**src/rtl/fmms_pkg.sv**
```systemverilog
`default_nettype none
package fmms_pkg;

  localparam int unsigned WordBytes = 10;

  typedef enum logic [1:0] {
    ST_TOKEN   = 2'd0,
    ST_STORED  = 2'd1,
    ST_DROPPED = 2'd2
  } status_t;

  typedef enum logic [2:0] {
    S_IDLE,
    S_LOAD,
    S_SCAN,
    S_NEXT_LEN,
    S_EMIT,
    S_OUT
  } fsm_state_t;

  // Controller to datapath commands.
  typedef struct packed {
    logic take_item;
    logic do_load;
    logic scan_start;
    logic scan_step;
    logic len_dec;
    logic emit;
    logic ack;
  } dp_cmd_t;

  // Datapath to controller status.
  typedef struct packed {
    logic is_load;
    logic need_emit;
    logic scan_done;
    logic hit;
    logic len_one;
  } dp_sts_t;

endpackage
`default_nettype wire

```
**src/rtl/fmms_ctrl.sv**
```systemverilog
`default_nettype none
module fmms_ctrl
  import fmms_pkg::*;
(
  input  wire logic    clk,
  input  wire logic    rst_n,
  input  wire logic    in_fire,
  input  wire logic    out_taken,
  input  wire dp_sts_t sts,
  output dp_cmd_t      cmd,
  output logic         in_rdy,
  output logic         out_vld
);

  fsm_state_t state_r, state_nxt;
  logic ack_r, ack_nxt;

  always_comb begin
    state_nxt = state_r;
    ack_nxt = ack_r;
    unique case (state_r)
      S_IDLE: if (in_fire) state_nxt = S_LOAD;
      S_LOAD: begin
        if (sts.is_load) begin
          state_nxt = S_OUT; ack_nxt = 1'b1;
        end else if (sts.need_emit) state_nxt = S_SCAN;
        else state_nxt = S_IDLE;
      end
      S_SCAN: if (sts.scan_done) state_nxt = S_NEXT_LEN;
      S_NEXT_LEN: begin
        if (sts.hit || sts.len_one) state_nxt = S_EMIT;
        else state_nxt = S_SCAN;
      end
      S_EMIT: begin
        state_nxt = S_OUT; ack_nxt = 1'b0;
      end
      S_OUT: begin
        if (out_taken) begin
          if (ack_r) state_nxt = S_IDLE;
          else if (sts.need_emit) state_nxt = S_SCAN;
          else state_nxt = S_IDLE;
        end
      end
      default: state_nxt = S_IDLE;
    endcase
  end

  always_comb begin
    cmd = '0;
    in_rdy = 1'b0;
    out_vld = 1'b0;
    unique case (state_r)
      S_IDLE: begin
        in_rdy = 1'b1; cmd.take_item = in_fire;
      end
      S_LOAD: begin
        cmd.do_load = sts.is_load;
        cmd.scan_start = !sts.is_load && sts.need_emit;
      end
      S_SCAN: cmd.scan_step = 1'b1;
      S_NEXT_LEN: cmd.len_dec = !(sts.hit || sts.len_one);
      S_EMIT: cmd.emit = 1'b1;
      S_OUT: begin
        out_vld = 1'b1;
        cmd.ack = 1'b0;
        cmd.scan_start = out_taken && !ack_r && sts.need_emit;
      end
      default: ;
    endcase
    if (state_r == S_LOAD && sts.is_load) cmd.ack = 1'b1;
  end

  always_ff @(posedge clk) begin
    if (!rst_n) begin
      state_r <= S_IDLE; ack_r <= 1'b0;
    end else begin
      state_r <= state_nxt; ack_r <= ack_nxt;
    end
  end

endmodule
`default_nettype wire

```
**config.mk**
```make
export PLATFORM = sky130hd
export DESIGN_NAME = fmms_ctrl
export DESIGN_NICKNAME = d
export VERILOG_FILES = /design/src/rtl/fmms_pkg.sv /design/src/rtl/fmms_ctrl.sv
export SDC_FILE = /design/constraint.sdc
export NUM_CORES = 1
export LEC_CHECK = 0
export ABC_AREA = 1
export ABC_CLOCK_PERIOD_IN_PS = 900
export CAP_MARGIN = 20
export CORE_AREA = 2 2 39 41
export DETAILED_ROUTE_END_ITERATION = 8
export DIE_AREA = 0 0 41 43
export DONT_BUFFER_PORTS = 1
export PLACE_DENSITY = 0.46
export SLEW_MARGIN = 20
export SYNTH_ARGS = -nofsm -noshare
export SYNTH_HDL_FRONTEND = slang
export SYNTH_SLANG_ARGS = --single-unit
```
**constraint.sdc**
```tcl
create_clock -name clk -period 0.9 [get_ports clk]
set_input_delay 0.09 -clock clk [delete_from_list [all_inputs] [get_ports clk]]
set_output_delay 0.09 -clock clk [all_outputs]
set_load 0.03 [all_outputs]
```
**Word-level counts from Yosys, hierarchy flattened**

Cells that the tools add are included.

- Register bits after elaboration: 4
- Bits in latches: 0
- Memory bits (writable): 0
- ROM bits: 0
- Bits of input ports: 9
- Output and inout port bits: 9
- Logic and storage cells: 42
- Memories: 0

- $add $sub $neg: 0
- Multipliers: 0
- Div/mod/pow operators: 0
- Magnitude comparators: 0
- Equal/unequal tests: 9
- Shifts and indexed selects: 0
- Muxes and demuxes: 19
- Bitwise operators: 0
- Reductions and logical operators: 12

Operators by type and width:

| cell | number |
|---|---|
| $pmux W3 S6 | 1 |
| $mux W3 | 5 |
| $mux W1 | 9 |
| $ne A2 B2 Y1 const B | 4 |
| $eq A3 B2 Y1 const B | 2 |
| $eq A3 B3 Y1 const B | 2 |
| $logic_and A1 B1 Y1 | 4 |
| $mux W2 | 2 |
| $pmux W1 S2 | 2 |
| $eq A3 B1 Y1 const B | 1 |
| $logic_not A1 Y1 | 3 |
| $logic_not A3 Y1 | 1 |
| $reduce_and A3 Y1 | 1 |
| $reduce_and A2 Y1 | 1 |
| $reduce_bool A2 Y1 | 1 |
| $logic_or A1 B1 Y1 | 1 |

**Depth between registers and ports, before layout**

Gate-level depths: netlist of run 1.

- Depth in word-level cells: 4
- Depth in mapped cells: 7
- Depth with buffers taken out: 7

**Worst setup path before layout of run 1**

Ideal clock, no wire load.

- Path kind: register -> output
- Start point: register state_r[1]
- End point: output port cmd[2] (netlist bit)
- Data arrival time: 1.410 ns
- Data required time: 0.810 ns
- Slack: -0.600 ns
- Cell stages (with the launch flop): 3
- Cells stage by stage: dfxtp_1 -> inv_2 -> nor4_1

RTL lines:

| element | line | text |
|---|---|---|
| start: declaration | fmms_ctrl.sv:15 | `fsm_state_t state_r, state_nxt;` |
| start signal: assignment | fmms_ctrl.sv:77 | `state_r <= state_nxt; ack_r <= ack_nxt;` |
| end: declaration | fmms_ctrl.sv:10 | `output dp_cmd_t cmd,` |

==> qor.yml, run 1 <==
outcome:
  run_status: "finished with violations"
  violations: "setup timing"
logic_synthesis:
  ys.flop_type: "dfxtp_1"
  synth.distinct_cells: 16
  syn_inst: 59
  synth_area_sq_um: 344
  ys_seq_area_share_pct: 23.3
  synth_top_area_share_pct: 23.3
  synth_edf_count: 0
  ys_warn_count: 0
  yosysTopAreaCell: "dfxtp_1"
  ys_seq_elements: 4
  synthesis.nets: 68
  synth-async-reset-ratio_pct: 0
  synth_common_cells: "inv_1 (10), nand2_1 (10), nor2_1 (9)"
  synth_area_leaders: "dfxtp_1 (23%), inv_1 (11%), nand2_1 (11%), nand3_1 (10%), nor2_1 (9.8%)"
  syn-mean-instance-area_sq_um: 5.83
finish:
  syn_to_final_growth_pct: 77.8
  antenna_cells: 0
  n_fill_cell: 142
  layout-drive-gt1-share_pct: 57.9
  fin_nets: 87
hold_path:
  hold_path.startpoint: "out_taken"
  hold_class: "input pin to flip-flop"
  min_to: "state_r[0]"
  whs_path_depth: 3
sta:
  hold_viol_final: 0
  setup_viol_count_final: 13
  fin_ws_ns: -0.418
  fin_crit_ns: 1.32
  hold_ws_ns: 0.0254
  rsz0062_at_grt: "true"
  fin_crit_sh_pct: 146
  setup_tns_ns: -3.91
  skew_ns: 0.00444
  tightest_slew_ns: 0.208
  slew_headroom_pct: 86.1
  final_max_slew_viol_count: 0
  fmax_ghz: 0.759
clocking:
  clock_path_buffers: 2
  clock_sink_count: 4
  htree_levels: 1
  path_clk_slew_ns: 0.04
  cts_buffers: 3
  clkLatencyLatePin_ns: 0.23
  clockRootBuffer: "clkbuf_4"
  cts_tree: "done"
worst_setup_path:
  cp_data_required_time_ns: 0.81
  crit_fanout: 4
  crit_type: "flip-flop to primary output"
  timing.rr.start: "state_r[0]"
  r2r-end: "state_r[2]"
  reg2reg_slack_ns: -0.26
  start_kind: "flip-flop"
  cp.arrival_ns: 1.23
  rr_worst_depth: 7
  cp-end-kind: "primary output"
global_routing:
  grt_pass1_wl_mm: 1.42
  grt_max_degree: 7
  antenna_found_initial: 0
  overflow: 0
  first_global_vias: 376
  grt_usage_pct: 12.1
drt:
  drc: 0
  first_iter_violations: 2
  drt-pass1-iter-count: 2
  post_drt_wl_per_cell_microns: 9.99
  routed_via_density: 4.60
  dr_total_vias: 423
  ant_nets: 0
  totalWireLength_microns: 919
run:
  max-cap-violations: 0
floorplanning:
  io_pins: 18
  core-area_sq_um: 1380
  die_x_microns: 41
  die-area_sq_um: 1760
  rows: 14
  die_h_microns: 43
  start_util_pct: 24.9
power_and_ir_drop:
  pwr-share-comb_pct: 65.6
  power_leakage_nw: 0.284
  pwr-share-clk_pct: 14.3
  p_sw_share_pct: 48.8
  ir_drop_mv: 1.27
  powerDensity_nw_per_um2: 2540
  p_switching_mw: 0.758
  fin_total_pwr_mw: 1.55
  p_seq_share_pct: 20.1
  internal-power_mw: 0.794
placement:
  io_buffers: 0
  hpwl_microns: 744
  gp_congestion: 0.746
[layout by cell type (no fill, tap or decap)]
cell type,n
clkinvlp_4,1
inv_2,3
nor4_4,1
nand3_4,1
nor2_2,4
dfxtp_2,1
nand2_2,3
buf_6,4
inv_1,7
a31oi_1,1
nor2_4,5
nand2_1,7
o21ai_0,1
clkbuf_4,3
nand2_4,1
dfxtp_4,2
buf_12,1
a211oi_4,1
inv_4,3
nand3_1,7
a21oi_1,3
dfxtp_1,1
buf_4,10
nor2_1,5
[per-layer routing]
| layer | vias to the layer above | global-route usage [%] | part of all wire (%) | wire length, microns |
|---|---|---|---|---|
| met5 | - | 0 | 0 | 0 |
| met4 | 0 | 2.00 | 0 | 0 |
| met3 | 0 | 6.28 | 6.2 | 57 |
| met2 | 11 | 18.8 | 52 | 479 |
| met1 | 197 | 14.7 | 42 | 383 |
| li1 | 215 | - | - | - |
[how the worst max path moves through the flow]
stage | startpoint | endpoint | depth (start not counted)
final | state_r[0] | cmd[4] | 5
after global routing | state_r[0] | cmd[4] | 5
after CTS | state_r[0] | cmd[4] | 5
after detailed placement | state_r[0] | cmd[4] | 5
after global placement | state_r[0] | cmd[4] | 5
after floorplan | state_r[0] | cmd[4] | 4
[sequential cells by signal, indices dropped and copies added (netlist names)]
name and flops:
ack_r 1, state_r 3
[kinds of logic after synthesis]
kind of cell / share of synthesized area (%)
compound gates: 9.82
buf+inv: 17.5
flops: 23.3
simple gates: 49.5
[layout make-up]
type	instances	area (sq um)	share of cell area [%]
Clock buffer	3	22.5	3.68
Multi-Input combinational cell	40	277	45.2
Tap cell	16	20.0	3.27
Timing Repair Buffer	15	140	22.9
Sequential cell	4	88.8	14.5
Inverter	14	63.8	10.4
[worst max-delay path, cell delays in order (launching register included)]
cell	delay, ns
dfxtp_4	0.36
inv_4	0.04
nor2_4	0.14
nand2_4	0.09
a211oi_4	0.21
buf_6	0.16
[power by group through the flow]
stage / Sequential, mW / Combinational [mW] / Clock (mW)
floorplan: 0.294 / 0.637 / 0
global placement: 0.299 / 0.855 / 0
detailed placement: 0.299 / 0.857 / 0
CTS: 0.298 / 0.962 / 0.232
global route: 0.317 / 1.10 / 0.248
finish: 0.311 / 1.02 / 0.222
[through the flow]
| stage | std cells | util [%] | worst slack (ns) | cell area [sq um] |
|---|---|---|---|---|
| final | 92 | 44.2 | -0.418 | 612 |
| after global placement | 85 | 36.8 | -0.232 | 509 |
| after detailed placement | 85 | 36.8 | -0.252 | 509 |
| after global routing | 92 | 44.2 | -0.505 | 612 |
| after floorplan | 59 | - | -0.243 | 405 |
| after CTS | 91 | 42.3 | -0.419 | 586 |
[repair_timing]
action                     4_1_cts  5_1_grt
setup buffers                    3        1
pin swaps                        4        0
gates resized for setup         11        6
hold buffers                     0        0
setup endpoints to repair       13       13
No activity file was read; power rests on OpenSTA's default activity.
==> run 2: changes to the inputs <==
--- a/config.mk
+++ b/config.mk
@@ -12,7 +12,7 @@
 export DETAILED_ROUTE_END_ITERATION = 8
 export DIE_AREA = 0 0 41 43
 export DONT_BUFFER_PORTS = 1
-export PLACE_DENSITY = 0.46
+export PLACE_DENSITY = 0.45
 export SLEW_MARGIN = 20
 export SYNTH_ARGS = -nofsm -noshare
 export SYNTH_HDL_FRONTEND = slang
==> run 2 against run 1 <==
The flow still finishes with violations (setup timing). Design area grew 9.4%. Flip-flop and latch count stayed put. Die area unchanged. First-iteration DRC count decreased by 50%. Critical path type unchanged.
==> qor.yml, run 2 (same netlist as run 1, synthesis figures left out) <==
global_routing:
  overflow: 0  # unchanged
  antenna_found_initial: 0  # unchanged
  grt_usage_pct: 12.1  # about the same
  grt_max_degree: 8  # was 7
  first_global_vias: 399  # was 376
  grt_pass1_wl_mm: 1.49  # was 1.42 mm
finish:
  largest_reg_flops: 3  # unchanged
  top_regs: "state_r: 3 flops, ack_r: 1 flops"  # unchanged
  registers.top_by_ff_count: "state_r"  # unchanged
  mostFrequentLayoutCells: "buf_4 (11), buf_6 (8), nand2_1 (7), inv_1 (6), nand3_1 (6)"  # was buf_4 (10), inv_1 (7), nand3_1 (7), nand2_1 (7)
  final_common_cell: "buf_4"  # unchanged
  fin_util_pct: 48.4  # was 44.2%
  stdcell_area_sq_um: 669  # was 612 sq um
  layout-drive-gt1-share_pct: 66.3  # was 57.9%
  fin_nets: 91  # was 87
  syn_to_final_growth_pct: 94.5  # was 77.8%
  antenna_cells: 0  # unchanged
sta:
  fin_ws_ns: -0.400  # was -0.418 ns
  fin_crit_sh_pct: 144  # was 146%
  rsz0062_at_grt: "true"  # unchanged
  fin_crit_ns: 1.30  # was 1.32 ns
  final_max_slew_viol_count: 0  # unchanged
  skew_ns: 0.00141  # was 0.00444 ns
  slew_headroom_pct: 86.1  # about the same
  fmax_ghz: 0.769  # was 0.759 GHz
  setup_tns_ns: -4.06  # was -3.91 ns
  hold_viol_final: 0  # unchanged
  setup_viol_count_final: 13  # unchanged
  tightest_slew_ns: 0.208  # about the same
worst_setup_path:
  crit_chain: "inv_4, nor2_4, nand2_4, a211oi_4, buf_6"  # unchanged
  slowest_delay_ns: 0.34  # was 0.36 ns
  reg2reg_slack_ns: -0.26  # about the same
  critical_path.slowest_cell: "dfxtp_4"  # unchanged
  crit_fanout: 4  # unchanged
  start_kind: "flip-flop"  # unchanged
  critical-path-top-delay-family: "flip-flops"  # unchanged
  r2r-end: "state_r[0]"  # was state_r[2]
  crit_type: "flip-flop to primary output"  # unchanged
  cp-end-kind: "primary output"  # unchanged
  crit_buf_inv: 2  # unchanged
  cp_data_required_time_ns: 0.81  # about the same
  timing.rr.start: "state_r[0]"  # unchanged
  rr_worst_depth: 8  # was 7
  cp.arrival_ns: 1.21  # was 1.23 ns
clocking:
  cts_tree: "done"  # unchanged
  clock_path_buffers: 2  # unchanged
  clock_sink_count: 4  # unchanged
  cts_buffers: 3  # unchanged
  clockRootBuffer: "clkbuf_4"  # unchanged
  path_clk_slew_ns: 0.03  # was 0.04 ns
  htree_levels: 1  # unchanged
  clkLatencyLatePin_ns: 0.23  # about the same
  hold_buffers: 0  # unchanged
placement:
  io_buffers: 0  # unchanged
  gp_congestion: 0.749  # was 0.746
  hpwl_microns: 712  # was 744 microns
  placed_area_sq_um: 504  # was 509 sq um
  dp_slack_ns: -0.247  # was -0.252 ns
floorplanning:
  die_x_microns: 41  # unchanged
  io_pins: 18  # unchanged
  die-area_sq_um: 1760  # unchanged
  die_h_microns: 43  # unchanged
  rows: 14  # unchanged
  start_util_pct: 24.9  # unchanged
  core-area_sq_um: 1380  # unchanged
drt:
  drc: 0  # unchanged
  routed_via_density: 4.50  # was 4.60
  post_drt_wl_per_cell_microns: 9.21  # was 9.99 microns
  totalWireLength_microns: 884  # was 919 microns
  first_iter_violations: 1  # was 2
  ant_nets: 0  # unchanged
  dr_total_vias: 432  # was 423
  drt-pass1-iter-count: 2  # unchanged
hold_path:
  min_to: "state_r[0]"  # unchanged
  hold_class: "input pin to flip-flop"  # unchanged
  whs_path_depth: 3  # unchanged
  hold_path.startpoint: "out_taken"  # unchanged
power_and_ir_drop:
  powerDensity_nw_per_um2: 2530  # was 2540 nW/um^2
  ir_drop_mv: 0.960  # was 1.27 mV
  power_leakage_nw: 0.304  # was 0.284 nW
outcome:
  violations: "setup timing"  # unchanged
  run_status: "finished with violations"  # unchanged
run:
  max-cap-violations: 0  # unchanged
[run 2: worst max path at each step]
stage                     startpoint      to  slack [ns]  cells after the start
final                     state_r[0]  cmd[4]       -0.40                      5
after global routing      state_r[0]  cmd[4]       -0.48                      5
after CTS                 state_r[0]  cmd[4]       -0.40                      5
after detailed placement  state_r[0]  cmd[4]       -0.25                      5
after global placement    state_r[0]  cmd[4]       -0.24                      5
after floorplan           state_r[0]  cmd[4]       -0.24                      4
[run 2: final cells by class]
class | instances | area (sq um)
Sequential cell | 4 | 91.3
Timing Repair Buffer | 19 | 173
Inverter | 14 | 66.3
Fill cell | 137 | 714
Clock buffer | 3 | 22.5
Tap cell | 16 | 20.0
Multi-Input combinational cell | 40 | 297
[run 2: power by group]
group	switching (mW)	internal (mW)
sequential	0.0670	0.239
combinational	0.666	0.509
clock	0.0638	0.149
[run 2: worst reg2reg max path: cells and delay by family, from the launching register on]
kind | cells | cell delay [ns]
AO/OA/AOI/OAI | 1 | 0.05
buffers and inverters | 2 | 0.19
flip-flops | 1 | 0.34
AND/OR/NAND/NOR | 5 | 0.47
[run 2: per-stage QoR]
step | std cells | hold WS [ns] | total power, mW
3_3_place_gp | 86 | 0.284 | 1.13
4_1_cts | 95 | 0.0176 | 1.59
2_1_floorplan | 59 | 0.253 | 0.931
5_1_grt | 96 | 0.0132 | 1.83
6_report | 96 | 0.0152 | 1.69
3_5_place_dp | 86 | 0.282 | 1.13
[run 2: per-layer routing]
layer  GRT usage [%]  vias to the layer above  wire, microns
met3            3.14                        0             43
met2            19.7                        8            468
met4            4.00                        0              0
met5               0                        -              0
li1                -                      222              -
met1            14.8                      202            371
[run 2: repair_timing]
item / 4_1_cts / 5_1_grt
pin swaps: 5 / 11
buffers inserted: 6 / 2
endpoints found under the setup margin: 13 / 13
gates resized for setup: 19 / 11
==> run 3: changes to the inputs <==
--- a/config.mk
+++ b/config.mk
@@ -6,13 +6,14 @@
 export NUM_CORES = 1
 export LEC_CHECK = 0
 export ABC_AREA = 1
-export ABC_CLOCK_PERIOD_IN_PS = 900
+export ABC_CLOCK_PERIOD_IN_PS = 1600
 export CAP_MARGIN = 20
 export CORE_AREA = 2 2 39 41
 export DETAILED_ROUTE_END_ITERATION = 8
 export DIE_AREA = 0 0 41 43
 export DONT_BUFFER_PORTS = 1
-export PLACE_DENSITY = 0.45
+export PLACE_DENSITY = 0.46
+export SKIP_LAST_GASP = 1
 export SLEW_MARGIN = 20
 export SYNTH_ARGS = -nofsm -noshare
 export SYNTH_HDL_FRONTEND = slang
==> constraint.sdc (replaced) <==
create_clock -name clk -period 1.6 [get_ports clk]
set_input_delay 0.16 -clock clk [delete_from_list [all_inputs] [get_ports clk]]
set_output_delay 0.16 -clock clk [all_outputs]
set_load 0.03 [all_outputs]
==> run 3 against run 2 <==
The flow now finishes without violations. Sequential power shrank 49%. Count of clock-buffer cells in the layout stayed put. Flip-flop and latch count is the same. Core utilization decreased by 17 points. Largest cell class unchanged. Clock skew decreased by 0.0012 ns. Clock power is 44% lower.
==> qor.yml, run 3 (same netlist as run 1, synthesis figures left out) <==
sta:
  final_max_slew_viol_count: 0  # unchanged
  skew_ns: 0.000238  # was 0.00141 ns
  hold_ws_ns: 0.128  # was 0.0152 ns
  fin_crit_ns: 1.45
  fin_crit_sh_pct: 90.6
  tightest_slew_ns: 0.290  # was 0.208 ns
  fmax_ghz: 0.690
  slew_headroom_pct: 80.6  # was 86.1%
  setup_tns_ns: 0  # was -4.06 ns
  setup_viol_count_final: 0  # was 13
  fin_ws_ns: 0.151  # was -0.400 ns
  hold_viol_final: 0  # unchanged
  rsz0062_at_grt: "false"  # was true
clocking:
  cts_setup_buffers: 0  # was 6
  clockRootBuffer: "clkbuf_4"  # unchanged
  path_clk_slew_ns: 0.03  # about the same
  clock_path_buffers: 2  # unchanged
  clock_sink_count: 4  # unchanged
  cts_buffers: 3  # unchanged
  cts_tree: "done"  # unchanged
  htree_levels: 1  # unchanged
  clkLatencyLatePin_ns: 0.23  # about the same
placement:
  dp_slack_ns: 0.358  # was -0.247 ns
  hpwl_microns: 672  # was 712 microns
  io_buffers: 0  # unchanged
  placed_area_sq_um: 402  # was 504 sq um
  gp_congestion: 0.734  # was 0.749
  dp_cells: 80  # was 86
finish:
  mostFrequentLayoutCells: "inv_1 (10), nand2_1 (10), nor2_1 (9), nand3_1 (7), buf_4 (6)"  # was buf_4 (11), buf_6 (8), nand2_1 (7), inv_1 (6), nand3_1 (6)
  regArea_sq_um: 80.1  # was 91.3 sq um
  antenna_cells: 0  # unchanged
  syn_to_final_growth_pct: 24.7  # was 94.5%
  top_regs: "state_r: 3 flops, ack_r: 1 flops"  # unchanged
  fin_nets: 78  # was 91
  fin_cells: 83  # was 96
  multi_input_area_sq_um: 209  # was 297 sq um
  largest_reg_flops: 3  # unchanged
  fin_util_pct: 31.0  # was 48.4%
  stdcell_area_sq_um: 429  # was 669 sq um
  registers.top_by_ff_count: "state_r"  # unchanged
  layout-drive-gt1-share_pct: 31.3  # was 66.3%
  n_fill_cell: 162  # was 137
drt:
  ant_nets: 0  # unchanged
  drt-pass1-iter-count: 2  # unchanged
  routed_via_density: 4.34  # was 4.50
  drc: 0  # unchanged
  first_iter_violations: 3  # was 1
  dr_total_vias: 360  # was 432
  totalWireLength_microns: 769  # was 884 microns
  post_drt_wl_per_cell_microns: 9.27  # was 9.21 microns
global_routing:
  grt_pass1_wl_mm: 1.14  # was 1.49 mm
  grt_usage_pct: 9.73  # was 12.1%
  first_global_vias: 313  # was 399
  overflow: 0  # unchanged
  grt_max_degree: 8  # unchanged
  antenna_found_initial: 0  # unchanged
worst_setup_path:
  cp.arrival_ns: 1.29  # was 1.21 ns
  critical_path.slowest_cell: "dfxtp_1"  # was dfxtp_4
  crit_chain: "inv_2, nor2_4, nand2_2, a211oi_2, buf_4"  # was inv_4, nor2_4, nand2_4, a211oi_4, buf_6
  crit_buf_inv: 2  # unchanged
  crit_fanout: 5  # was 4
  crit_type: "flip-flop to primary output"  # unchanged
  cp-end-kind: "primary output"  # unchanged
  start_kind: "flip-flop"  # unchanged
  cp_data_required_time_ns: 1.44  # was 0.81 ns
  slowest_delay_ns: 0.35  # was 0.34 ns
  critical-path-top-delay-family: "flip-flops"  # unchanged
floorplanning:
  rows: 14  # unchanged
  die_x_microns: 41  # unchanged
  die-area_sq_um: 1760  # unchanged
  start_util_pct: 24.9  # unchanged
  die_h_microns: 43  # unchanged
  core-area_sq_um: 1380  # unchanged
  io_pins: 18  # unchanged
power_and_ir_drop:
  fin_total_pwr_mw: 0.637  # was 1.69 mW
  powerDensity_nw_per_um2: 1480  # was 2530 nW/um^2
  power_leakage_nw: 0.224  # was 0.304 nW
  ir_drop_mv: 0.441  # was 0.960 mV
hold_path:
  hold_class: "input pin to flip-flop"  # unchanged
run:
  max-cap-violations: 0  # unchanged
outcome:
  run_status: "complete, no violations"  # was finished with violations
==> run 3: cell count changes in the layout (fill, tap and decap cells not counted), sizes merged <==
cell,change
buf,-13
inv,+1
clkinvlp,-1
==> run 3: per-layer routing <==
| metal | share of wire, % | vias to the layer above | GRT usage (%) |
|---|---|---|---|
| li1 | - | 199 | - |
| met1 | 40 | 154 | 9.94 |
| met2 | 55 | 7 | 15.9 |
| met3 | 4.7 | 0 | 3.14 |
| met4 | 0 | 0 | 6.00 |
| met5 | 0 | - | 0 |
==> run 3: path summary, 6_finish.rpt <==
kind	from	endpoint	slack [ns]	cells past startpoint
max	state_r[0]	cmd[4]	0.15	5
min reg2reg	ack_r	ack_r	0.50	2
min	sts[4]	ack_r	0.13	2
max reg2reg	state_r[2]	state_r[0]	0.50	6
==> run 3: what timing repair did <==
action,4_1_cts,5_1_grt
setup endpoints to repair,0,1
gates resized for setup,0,1
hold buffers,0,0
hold endpoints to repair,0,0
==> run 3: layout make-up <==
class | instances | area share, %
tap | 16 | 4.66
inverter | 14 | 12.2
clock buffer | 3 | 5.25
multi-input combinational | 40 | 48.7
timing repair buffer | 6 | 10.5
sequential | 4 | 18.7
==> run 3: report_power, final <==
part / switching, mW / leakage, nW / internal (mW)
registers: 0.0318 / 0.0328 / 0.125
clock network: 0.0349 / 0.0138 / 0.0835
logic: 0.255 / 0.178 / 0.106
